### src/rtl/core/battery_level_display_smoother_top_macros.svh
// assertion macros for the battery level display smoother
// used by the rtl modules that carry concurrent checks; no other dependencies
`ifndef BATTERY_LEVEL_DISPLAY_SMOOTHER_TOP_MACROS_SVH
`define BATTERY_LEVEL_DISPLAY_SMOOTHER_TOP_MACROS_SVH

// same-cycle implication, disabled during reset
`define BLDS_ASSERT_IMPL(label, clk, rst, ante, cons) \
   label: assert property (@(posedge clk) disable iff (rst) (ante) |-> (cons)) \
      else $error("blds check failed");

// next-cycle implication, disabled during reset
`define BLDS_ASSERT_NEXT(label, clk, rst, ante, cons) \
   label: assert property (@(posedge clk) disable iff (rst) (ante) |=> (cons)) \
      else $error("blds check failed");

`endif

### src/rtl/core/blds_pkg.sv
// shared types, constants and register indexes for the display smoother
// no dependencies
package blds_pkg;

   localparam int TIME_BITS_DEFAULT = 32;
   localparam int CSR_DATA_BITS     = 32;
   localparam int CSR_INDEX_BITS    = 3;
   localparam int LEVEL_BITS        = 7;
   localparam int RAW_BITS          = 8;
   localparam int STATUS_BITS       = 2;
   localparam int NOW_BITS          = 32;

   localparam logic [LEVEL_BITS-1:0] LEVEL_MAX = 7'd100;

   localparam logic [CSR_DATA_BITS-1:0] STABLE_WINDOW_RESET = 32'd15000;
   localparam logic [CSR_DATA_BITS-1:0] STEP_INTERVAL_RESET = 32'd60000;
   localparam logic [CSR_DATA_BITS-1:0] RESYNC_GAP_RESET    = 32'd60000;
   localparam logic [LEVEL_BITS-1:0]    JUMP_RESET          = 7'd5;
   localparam logic [LEVEL_BITS-1:0]    CRITICAL_RESET      = 7'd5;
   localparam logic [LEVEL_BITS-1:0]    FULL_RESET          = 7'd99;

   localparam logic [STATUS_BITS-1:0] CHG_DISCHARGING = 2'd0;
   localparam logic [STATUS_BITS-1:0] CHG_CHARGING    = 2'd1;
   localparam logic [STATUS_BITS-1:0] CHG_FULL        = 2'd2;

   typedef enum logic [CSR_INDEX_BITS-1:0] {
      CSR_STABLE_WINDOW = 3'd0,
      CSR_STEP_INTERVAL = 3'd1,
      CSR_RESYNC_GAP    = 3'd2,
      CSR_JUMP          = 3'd3,
      CSR_CRITICAL      = 3'd4,
      CSR_FULL          = 3'd5
   } csr_index_type;

   typedef struct packed {
      logic [CSR_DATA_BITS-1:0] stable_window_ms;
      logic [CSR_DATA_BITS-1:0] step_interval_ms;
      logic [CSR_DATA_BITS-1:0] resync_gap_ms;
      logic [LEVEL_BITS-1:0]    jump_threshold;
      logic [LEVEL_BITS-1:0]    critical_level;
      logic [LEVEL_BITS-1:0]    full_level;
   } cfg_type;

   typedef struct packed {
      logic                  result_valid;
      logic [LEVEL_BITS-1:0] display_level;
   } rsp_word_type;

   function automatic logic [LEVEL_BITS-1:0] saturate_level(input logic [RAW_BITS-1:0] raw);
      logic [LEVEL_BITS-1:0] res;
      res = (raw > {1'b0, LEVEL_MAX}) ? LEVEL_MAX : raw[LEVEL_BITS-1:0];
      return res;
   endfunction

endpackage

### src/rtl/core/battery_level_display_smoother_top.sv
// top level of the battery level display smoother
// depends on blds_pkg, blds_csr, blds_core, blds_rsp_buf
//
// channel   direction  handshake            payload
// req       in         req_valid/req_stall  reading_valid, raw_level, charge_status, now_ms
// rsp       out        rsp_valid/rsp_stall  result_valid, display_level
// csr       in         csr_write_enable     csr_index, csr_write_data
//
// one word a cycle while req_stall is low; results are registered before rsp
// the whole update is one pass of compare logic on the state registers
// synchronous active-high reset clears the smoothing state and loads csr defaults
// rsp has an output register and a skid entry; req stalls only with both full
// configuration is to be changed only while idle; the block itself does not enforce it
module battery_level_display_smoother_top #(
   parameter int TIME_BITS = blds_pkg::TIME_BITS_DEFAULT
) (
   input  logic                                clock,
   input  logic                                reset,
   // request channel
   input  logic                                req_valid,
   output logic                                req_stall,
   input  logic                                req_reading_valid,
   input  logic [blds_pkg::RAW_BITS-1:0]       req_raw_level,
   input  logic [blds_pkg::STATUS_BITS-1:0]    req_charge_status,
   input  logic [blds_pkg::NOW_BITS-1:0]       req_now_ms,
   // response channel
   output logic                                rsp_valid,
   input  logic                                rsp_stall,
   output logic                                rsp_result_valid,
   output logic [blds_pkg::LEVEL_BITS-1:0]     rsp_display_level,
   // configuration port
   input  logic                                csr_write_enable,
   input  logic [blds_pkg::CSR_INDEX_BITS-1:0] csr_index,
   input  logic [blds_pkg::CSR_DATA_BITS-1:0]  csr_write_data
);
   import blds_pkg::*;

   cfg_type      cfg;
   rsp_word_type word;
   rsp_word_type out_word;
   logic         buf_full;
   logic         accept;

   // a word is taken whenever the skid entry is free
   assign req_stall = buf_full;
   assign accept    = req_valid && !buf_full;

   // register bank, written directly from the csr port
   blds_csr u_csr (
      .clock            (clock),
      .reset            (reset),
      .csr_write_enable (csr_write_enable),
      .csr_index        (csr_index),
      .csr_write_data   (csr_write_data),
      .cfg              (cfg)
   );

   // smoothing state; updates on every accepted good reading
   blds_core #(
      .TIME_BITS (TIME_BITS)
   ) u_core (
      .clock         (clock),
      .reset         (reset),
      .cfg           (cfg),
      .accept        (accept),
      .reading_valid (req_reading_valid),
      .raw_level     (req_raw_level),
      .charge_status (req_charge_status),
      .now_ms        (req_now_ms),
      .word          (word)
   );

   // result register with skid entry, parts req from rsp stalls
   blds_rsp_buf u_rsp_buf (
      .clock     (clock),
      .reset     (reset),
      .push      (accept),
      .push_word (word),
      .full      (buf_full),
      .rsp_valid (rsp_valid),
      .rsp_stall (rsp_stall),
      .rsp_word  (out_word)
   );

   assign rsp_result_valid  = out_word.result_valid;
   assign rsp_display_level = out_word.display_level;

endmodule

### src/rtl/core/blds_csr.sv
// configuration register bank of the display smoother
// depends on blds_pkg
module blds_csr (
   input  logic                                 clock,
   input  logic                                 reset,
   input  logic                                 csr_write_enable,
   input  logic [blds_pkg::CSR_INDEX_BITS-1:0]  csr_index,
   input  logic [blds_pkg::CSR_DATA_BITS-1:0]   csr_write_data,
   output blds_pkg::cfg_type                    cfg
);
   import blds_pkg::*;

   cfg_type cfg_ff;
   cfg_type cfg_in;

   always_comb begin
      cfg_in = cfg_ff;
      if (csr_write_enable) begin
         unique case (csr_index_type'(csr_index))
            CSR_STABLE_WINDOW: cfg_in.stable_window_ms = csr_write_data;
            CSR_STEP_INTERVAL: cfg_in.step_interval_ms = csr_write_data;
            CSR_RESYNC_GAP:    cfg_in.resync_gap_ms    = csr_write_data;
            CSR_JUMP:          cfg_in.jump_threshold   = csr_write_data[LEVEL_BITS-1:0];
            CSR_CRITICAL:      cfg_in.critical_level   = csr_write_data[LEVEL_BITS-1:0];
            CSR_FULL:          cfg_in.full_level       = csr_write_data[LEVEL_BITS-1:0];
            default:           cfg_in = cfg_ff;
         endcase
      end
   end

   always_ff @(posedge clock) begin
      if (reset) begin
         cfg_ff.stable_window_ms <= STABLE_WINDOW_RESET;
         cfg_ff.step_interval_ms <= STEP_INTERVAL_RESET;
         cfg_ff.resync_gap_ms    <= RESYNC_GAP_RESET;
         cfg_ff.jump_threshold   <= JUMP_RESET;
         cfg_ff.critical_level   <= CRITICAL_RESET;
         cfg_ff.full_level       <= FULL_RESET;
      end else begin
         cfg_ff <= cfg_in;
      end
   end

   assign cfg = cfg_ff;

endmodule

### src/rtl/core/blds_core.sv
// smoothing state and single-pass update logic of the display smoother
// depends on blds_pkg
module blds_core #(
   parameter int TIME_BITS = blds_pkg::TIME_BITS_DEFAULT
) (
   input  logic                               clock,
   input  logic                               reset,
   input  blds_pkg::cfg_type                  cfg,
   input  logic                               accept,
   input  logic                               reading_valid,
   input  logic [blds_pkg::RAW_BITS-1:0]      raw_level,
   input  logic [blds_pkg::STATUS_BITS-1:0]   charge_status,
   input  logic [blds_pkg::NOW_BITS-1:0]      now_ms,
   output blds_pkg::rsp_word_type             word
);
   import blds_pkg::*;

   localparam int CMP_BITS = (TIME_BITS > CSR_DATA_BITS) ? TIME_BITS : CSR_DATA_BITS;

   logic [LEVEL_BITS-1:0] shown_ff, shown_in;
   logic                  shown_valid_ff, shown_valid_in;
   logic [LEVEL_BITS-1:0] cand_ff, cand_in;
   logic                  powered_ff, powered_in;
   logic [TIME_BITS-1:0]  since_ff, since_in;
   logic [TIME_BITS-1:0]  step_ff, step_in;
   logic [TIME_BITS-1:0]  poll_ff;
   logic                  poll_valid_ff;

   logic [TIME_BITS-1:0]  now_t;
   logic [LEVEL_BITS-1:0] raw_sat;
   logic                  powered;
   logic                  stale_poll;
   logic                  resync;
   logic                  power_change;
   logic [LEVEL_BITS-1:0] cand_mid;
   logic [TIME_BITS-1:0]  since_mid;
   logic [TIME_BITS-1:0]  step_mid;
   logic [TIME_BITS-1:0]  poll_age;
   logic [TIME_BITS-1:0]  since_age;
   logic [TIME_BITS-1:0]  step_age;
   logic                  stable_ok;
   logic                  step_ok;
   logic                  up;
   logic                  down;
   logic [LEVEL_BITS-1:0] gap;
   logic                  update;

   assign now_t      = TIME_BITS'(now_ms);
   assign raw_sat    = saturate_level(raw_level);
   assign powered    = (charge_status == CHG_CHARGING) || (charge_status == CHG_FULL);
   assign poll_age   = now_t - poll_ff;
   assign stale_poll = poll_valid_ff &&
                       (CMP_BITS'(poll_age) >= CMP_BITS'(cfg.resync_gap_ms));
   assign resync     = !shown_valid_ff || stale_poll;
   assign update     = accept && reading_valid;

   // candidate tracking ahead of the display decision
   assign power_change = (powered != powered_ff);
   assign cand_mid     = (power_change || (raw_sat != cand_ff)) ? raw_sat : cand_ff;
   assign since_mid    = (power_change || (raw_sat != cand_ff)) ? now_t : since_ff;
   assign step_mid     = power_change ? now_t : step_ff;

   // time differences wrap at the timestamp width
   assign since_age = now_t - since_mid;
   assign step_age  = now_t - step_mid;

   assign stable_ok = CMP_BITS'(since_age) >= CMP_BITS'(cfg.stable_window_ms);
   assign step_ok   = CMP_BITS'(step_age) >= CMP_BITS'(cfg.step_interval_ms);
   assign up        = powered && (cand_mid > shown_ff);
   assign down      = !powered && (cand_mid < shown_ff);
   assign gap       = up ? (cand_mid - shown_ff) : (shown_ff - cand_mid);

   always_comb begin
      shown_in       = shown_ff;
      shown_valid_in = shown_valid_ff;
      cand_in        = cand_ff;
      powered_in     = powered_ff;
      since_in       = since_ff;
      step_in        = step_ff;
      if (resync) begin
         shown_in       = raw_sat;
         shown_valid_in = 1'b1;
         cand_in        = raw_sat;
         powered_in     = powered;
         since_in       = now_t;
         step_in        = now_t;
      end else begin
         cand_in    = cand_mid;
         powered_in = powered;
         since_in   = since_mid;
         step_in    = step_mid;
         priority if (!powered && (raw_sat <= cfg.critical_level)) begin
            shown_in = raw_sat;
            step_in  = now_t;
         end else if ((charge_status == CHG_FULL) && (raw_sat >= cfg.full_level)) begin
            shown_in = LEVEL_MAX;
            step_in  = now_t;
         end else if (stable_ok && (up || down)) begin
            if (gap >= cfg.jump_threshold) begin
               shown_in = raw_sat;
               step_in  = now_t;
            end else if (step_ok) begin
               shown_in = up ? (shown_ff + 7'd1) : (shown_ff - 7'd1);
               step_in  = now_t;
            end
         end else begin
            // display holds
            shown_in = shown_ff;
         end
      end
   end

   always_ff @(posedge clock) begin
      if (reset) begin
         shown_ff       <= '0;
         shown_valid_ff <= 1'b0;
         cand_ff        <= '0;
         powered_ff     <= 1'b0;
         since_ff       <= '0;
         step_ff        <= '0;
         poll_ff        <= '0;
         poll_valid_ff  <= 1'b0;
      end else if (update) begin
         shown_ff       <= shown_in;
         shown_valid_ff <= shown_valid_in;
         cand_ff        <= cand_in;
         powered_ff     <= powered_in;
         since_ff       <= since_in;
         step_ff        <= step_in;
         poll_ff        <= now_t;
         poll_valid_ff  <= 1'b1;
      end
   end

   // failed readings give an invalid zero word
   assign word.result_valid  = reading_valid;
   assign word.display_level = reading_valid ? shown_in : '0;

endmodule

### src/rtl/core/blds_rsp_buf.sv
// two-entry result buffer (output register plus skid) of the display smoother
// depends on blds_pkg and the assertion macro header
`include "battery_level_display_smoother_top_macros.svh"
module blds_rsp_buf (
   input  logic                    clock,
   input  logic                    reset,
   input  logic                    push,
   input  blds_pkg::rsp_word_type  push_word,
   output logic                    full,
   output logic                    rsp_valid,
   input  logic                    rsp_stall,
   output blds_pkg::rsp_word_type  rsp_word
);
   import blds_pkg::*;

   logic         out_valid_ff, out_valid_in;
   rsp_word_type out_word_ff, out_word_in;
   logic         skid_valid_ff, skid_valid_in;
   rsp_word_type skid_word_ff, skid_word_in;
   logic         out_free;

   assign out_free = !out_valid_ff || !rsp_stall;

   always_comb begin
      out_valid_in  = out_valid_ff;
      out_word_in   = out_word_ff;
      skid_valid_in = skid_valid_ff;
      skid_word_in  = skid_word_ff;
      if (skid_valid_ff) begin
         if (out_free) begin
            out_valid_in  = 1'b1;
            out_word_in   = skid_word_ff;
            skid_valid_in = 1'b0;
         end
      end else if (push) begin
         if (out_free) begin
            out_valid_in = 1'b1;
            out_word_in  = push_word;
         end else begin
            skid_valid_in = 1'b1;
            skid_word_in  = push_word;
         end
      end else if (out_free) begin
         out_valid_in = 1'b0;
      end
   end

   always_ff @(posedge clock) begin
      if (reset) begin
         out_valid_ff  <= 1'b0;
         skid_valid_ff <= 1'b0;
      end else begin
         out_valid_ff  <= out_valid_in;
         skid_valid_ff <= skid_valid_in;
      end
      out_word_ff  <= out_word_in;
      skid_word_ff <= skid_word_in;
   end

   assign full      = skid_valid_ff;
   assign rsp_valid = out_valid_ff;
   assign rsp_word  = out_word_ff;

   `BLDS_ASSERT_IMPL(a_skid_behind_out, clock, reset, skid_valid_ff, out_valid_ff)
   `BLDS_ASSERT_IMPL(a_no_push_when_full, clock, reset, skid_valid_ff, !push)
   `BLDS_ASSERT_NEXT(a_skid_drains, clock, reset, skid_valid_ff && !rsp_stall, out_valid_ff && !skid_valid_ff && (out_word_ff == $past(skid_word_ff)))

endmodule

### config.mk
export PLATFORM = sky130hd
export DESIGN_NAME = battery_level_display_smoother_top
export DESIGN_NICKNAME = d
export VERILOG_FILES = /design/src/rtl/core/blds_pkg.sv /design/src/rtl/core/battery_level_display_smoother_top.sv /design/src/rtl/core/blds_csr.sv /design/src/rtl/core/blds_core.sv /design/src/rtl/core/blds_rsp_buf.sv
export VERILOG_INCLUDE_DIRS = /design/src /design/src/rtl/core
export SDC_FILE = /design/constraint.sdc
export NUM_CORES = 1
export LEC_CHECK = 0
export BUFFER_PORTS_ARGS = -buffer_cell sky130_fd_sc_hd__buf_4
export CORE_MARGIN = 4
export CORE_UTILIZATION = 61
export CTS_CLUSTER_DIAMETER = 50
export DETAILED_ROUTE_END_ITERATION = 10
export PLACE_DENSITY_LB_ADDON = 0.15
export SLEW_MARGIN = 20
export SYNTH_ARGS = -nofsm -noshare
export SYNTH_HDL_FRONTEND = slang
export SYNTH_SLANG_ARGS = --single-unit
### constraint.sdc
create_clock -name clock -period 10.45 [get_ports clock]
set_input_delay 2.09 -clock clock [delete_from_list [all_inputs] [get_ports clock]]
set_output_delay 2.09 -clock clock [all_outputs]
set_load 0.03 [all_outputs]
Word-level counts from Yosys, hierarchy flattened
Cells that the tools add are included.

Register bits after elaboration: 248. Input port bits: 83. Word-level logic and storage cells: 109.

$add $sub $neg: 7. Magnitude comparators: 9. Equal/unequal tests: 9. Mux-type cells: 32. Bitwise logic cells: 2. Reductions and logical operators: 30.

Operators with widths (count): $mux 32 (9); $ge 32x32->1 (3); $sub 32x32->32 (3); $mux 7 (12); $mux 8 (4); $reduce_and 2->1 (8); $ge 7x7->1 (2); $sub 7x7->7 (2); $gt 8x7->1 const B (1); $logic_and 1x1->1 (8); $add 7x1->7 const B (1); $gt 7x7->1 (1); $le 7x7->1 (1); $lt 7x7->1 (1); $mux 1 (7); $ne 7x7->1 (1); $sub 7x1->7 const B (1); $eq 3x2->1 const B (2); $eq 3x3->1 const B (2); $logic_not 1->1 (5); $logic_or 1x1->1 (5); $eq 3x1->1 const B (1); $logic_not 3->1 (1); $reduce_and 3->1 (1); 6 further kinds (7).

Logic depth before layout (Yosys ltp)
Depth after elaboration: 18. Depth in mapped cells: 37.

By module
A second synthesis with hierarchy kept.

Cells, all modules: 2244. Area total of the unflattened synthesis: 19123.3 µm².

Modules (own cells, without submodules): blds_core (times used 1, cells each 1777, area each 13803.2 µm², seq. area each 2262.2 µm²); blds_csr (times used 1, cells each 433, area each 4624.4 µm², seq. area each 2342.2 µm²); blds_rsp_buf (times used 1, cells each 33, area each 681.9 µm², seq. area each 520.5 µm²); battery_level_display_smoother_top (times used 1, cells each 1, area each 13.8 µm², seq. area each 0.0 µm²).

Least setup slack after synthesis
OpenSTA, ideal clock, no wires.

Path type: input-to-reg. Start point: input req_charge_status[0] (netlist bit). End point: register u_rsp_buf.out_word_ff (netlist bit u_rsp_buf.rsp_word[1]), data pin. Data arrival time: 8.283 ns. Setup slack: 1.899 ns. Stages: 34. Path buffers: 3. Cell sequence: inv_1 > ha_1 > xnor2_1 > a221oi_2 > o2111a_2 > buf_6 > clkbuf_1 > o21ai_0 > ha_1 > inv_1 > ha_1 > inv_1 > a311o_1 > a21oi_1 > o21ai_0 > mux2_1 > o221ai_4 > a31oi_4 > o31ai_4 > nand3_1 > o21ai_1 > xnor2_1 > ha_1 > a21o_1 > a21o_1 > a21oi_1 > o211ai_1 > a221o_1 > o22a_1 > a21bo_1 > buf_2 > mux2_1 > a22oi_1 > o31ai_1.

RTL lines: start: declaration (RTL line battery_level_display_smoother_top.sv:24) `input logic [blds_pkg::STATUS_BITS-1:0] req_charge_status,`; end signal: assignment (RTL line blds_rsp_buf.sv:56) `out_word_ff <= out_word_in;`; end: declaration (RTL line blds_rsp_buf.sv:17) `rsp_word_type out_word_ff, out_word_in;`.

Worst setup path after layout
Start point: input req_raw_level[4] (netlist bit). End point: register u_core.step_ff[16].

Cells in the longest elaborated chain, start to end: 14. Elaborated cells between the ends (all ways): 27. Classes of those cells: add/sub: 3; order compare: 7; eq/ne: 1; mux: 9; reduce/logical: 7.

Ends and longest elaborated chain: start: declaration (RTL line battery_level_display_smoother_top.sv:23) `input logic [blds_pkg::RAW_BITS-1:0] req_raw_level,`; $gt 8x7->1 (RTL line blds_pkg.sv:51) `res = (raw > {1'b0, LEVEL_MAX}) ? LEVEL_MAX : raw[LEVEL_BITS-1:0];`; $mux 7 * (RTL line blds_pkg.sv:51); branches (longest 10 deep; another with $sub 32x32->32); $mux 32 * (RTL line blds_core.sv:92) `priority if (!powered && (raw_sat <= cfg.critical_level)) begin`; $mux 32 * (RTL line blds_core.sv:80) `if (resync) begin`; end signal: assignment (RTL line blds_core.sv:129) `step_ff <= step_in;`; end: declaration (RTL line blds_core.sv:25) `logic [TIME_BITS-1:0] step_ff, step_in;`.

Mark *: on every way between the ends. A chain may end at the register's enable or synchronous reset.

==> flow_summary.toml <==
[setup_path]
critical_path_arrival_ps = 9500
cp.required_ps = 10790
critical_path.top_delay_family = "compound AO/OA/AOI/OAI gates"
cp-end-kind = "flip-flop"
path_buf_inv = 4
r2r_end = "u_core.step_ff[16]$_SDFFE_PP0P_"
crit_top_cell = "ha_1"
r2r_cells = 29
r2r_slack_ps = 2850
rr_startpoint = "u_core.cand_ff[4]$_SDFFE_PP0P_"
worstSetupStartpointType = "input pin"
crit_type = "in2reg"
cp_max_fo = 32
crit_slowest_cell = "o2111a_2"
slowest_delay_ps = 560

[drt]
drtIter0Drc = 1340
drc = 0
vias_per_cell = 5.99
antenna_left = 0
wl_um = 50100
drt_pass1_iterations = 5
wl_per_cell_um = 18.2
vias = 16500

[finish]
nets = 2653
final_cell_mix = "nand2_1, a21oi_1, dfxtp_1"
antenna_cells = 0
final_common_cell = "nand2_1"
fillCellCount = 2443
drive_gt1_frac = 0.0879
area_delta_synth_final_pct = 11.9
final_core_util = 0.700

[synthesis]
ys_ff_latch = 248
yosysWarnings = 0
syn_area_per_cell_um2 = 7.97
synth_edf_count = 16
ys_seq_area_frac = 0.282
syn_area_um2 = 18200
ys.flop_type = "dfxtp_1"
async_flop_share = 0
synth_nets = 2597
synthCells = 2285
synth.distinct_cells = 91

[clock_tree]
cts.sinks = 248
cts_buffers = 35
clk_pin_slew_ps = 50
clkLatencyLatePin_ps = 510
h-tree-depth = 2
cts_tree = "built"
clk_path_buf_depth = 3
cts_setup_buffers = 0
post_cts_resized = 0
clockRootBuffer = "clkbuf_16"
cts_hold_repair.buffers = 0

[sta]
relSlewSlack = 0.289
period_share = 0.877
fmax_mhz = 109
finClkSkew_ps = 16.0
worst_pin_slew_ps = 1070
setup_violations = 0
rsz0062_at_grt = "no"
fin_ws_ps = 1290
setup_tns_ps = 0
min_period_ps = 9160
final_max_slew_viol_count = 0
hold_violations = 0

[grt]
grt_pass1_wl_um = 80400
met1_usage = 0.402
antenna_found_initial = 1
gr-usage-all-layers = 0.296
met2_usage = 0.492
met3_usage = 0.0412
gr-total-overflow = 0
grt_max_degree = 137
gr-max-usage-layer = "met2"
grt_pass1_vias = 15900

[worst_hold_path]
hold_path_depth = 2
hold_class = "reg2reg"
worstHoldStart = "u_core.poll_ff[13]$_SDFFE_PP0P_"
worstHoldEndpoint = "u_core.poll_ff[13]$_SDFFE_PP0P_"

[power_and_ir_drop]
leakagePower_nw = 8.93
powerDensity_nw_per_um2 = 159
vdd_ir_drop_max_mv = 0.155

[die]
die_h_um = 181
die_area_um2 = 32700
die_w_um = 181
start_util = 0.626
io_pins = 93
row_count = 62
core_area_um2 = 29100

[place]
dp_hpwl_um = 37200
io_buffers = 92
dp_slack_ps = 887
place_congestion = 0.953

[outcome]
run_status = "completed"

[job]
drv_cap = 0
==> Yosys cell counts (30+ instances only) <==
master | instances | share of area
mux2i_1 | 121 | 0.067
nand2b_1 | 30 | 0.010
a21o_1 | 81 | 0.033
nor2_1 | 172 | 0.035
clkbuf_1 | 68 | 0.014
ha_1 | 224 | 0.15
dfxtp_1 | 232 | 0.26
xor2_1 | 34 | 0.016
o21ai_0 | 58 | 0.016
xnor2_1 | 67 | 0.032
inv_1 | 203 | 0.042
a21oi_1 | 244 | 0.067
nand2_1 | 351 | 0.072
==> logic make-up (layout without fill, tap and decap cells) <==
group           count (synthesis)  count (layout)  synth area share
buf+inv                       292             373            0.0619
fa+ha+maj                     230             230             0.160
mux                           127             127            0.0702
xor+xnor                      101             101            0.0486
flops                         248             248             0.282
compound gates                562             562             0.199
simple gates                  725             725             0.179
==> stage by stage <==
stage          instance area (µm²)  power (W)  hold slack [ps]  std cells
2_1_floorplan                18200    0.00178              434       2285
3_3_place_gp                 19200    0.00201              442       2688
3_5_place_dp                 19200    0.00204              446       2688
4_1_cts                      20400    0.00324              454       2750
5_1_grt                      20400    0.00341              466       2750
6_report                     20400    0.00324              452       2750
==> sequential cells by signal, indices dropped and copies added, names as in the netlist <==
name / cells
u_core.cand_ff: 7
u_rsp_buf.skid_word_ff: 8
u_core.poll_ff: 32
u_core.poll_valid_ff: 1
u_rsp_buf.rsp_word: 8
u_rsp_buf.rsp_valid: 1
u_core.step_ff: 32
u_core.powered_ff: 1
u_core.since_ff: 32
u_rsp_buf.full: 1
u_csr.cfg: 117
u_core.shown_valid_ff: 1
u_core.shown_ff: 7
==> layout make-up <==
cell class                 count  area (µm²)  share of cell area
clock inverter                19         195             0.00959
tap                          384         480              0.0236
multi-input combinational   1745       12000               0.590
timing repair buffer         105         792              0.0389
inverter                     206         774              0.0380
clock buffer                  43         980              0.0481
sequential                   248        5120               0.252
==> how the worst max path moves through the flow <==
stage / endpoint / from / cells after the start / slack, ps
finish: u_core.step_ff[16]$_SDFFE_PP0P_ / req_raw_level[4] / 30 / 1290
global route: u_core.step_ff[31]$_SDFFE_PP0P_ / req_raw_level[4] / 30 / 610
detailed placement: u_core.step_ff[18]$_SDFFE_PP0P_ / req_raw_level[4] / 30 / 890
global placement: u_core.step_ff[19]$_SDFFE_PP0P_ / req_raw_level[4] / 30 / 1240
floorplan: u_rsp_buf.rsp_word[1]$_DFFE_PP_ / req_charge_status[0] / 34 / 1900
CTS: u_core.step_ff[16]$_SDFFE_PP0P_ / req_raw_level[4] / 30 / 1390
==> routing by layer <==
metal  share of wire  vias to the layer above
met5         0.00026                        -
met4           0.030                        2
met3           0.067                       97
met2            0.46                      528
met1            0.44                     7791
li1                -                     8048
==> power breakdown <==
group          leakage [nW]  switching [W]  internal, W  total [W]
clock                 0.567       0.000462     0.000728    0.00119
combinational          6.32       0.000593     0.000435    0.00103
sequential             2.04      0.0000223     0.000995    0.00102
total                  8.93        0.00108      0.00216    0.00324
==> tightest hold or removal path, stage by stage, from the launching register on <==
cell and delay (ps):
dfxtp_1 300, nand2_1 50, a21oi_1 50
Note: power is estimated with default switching activity, not from simulation.
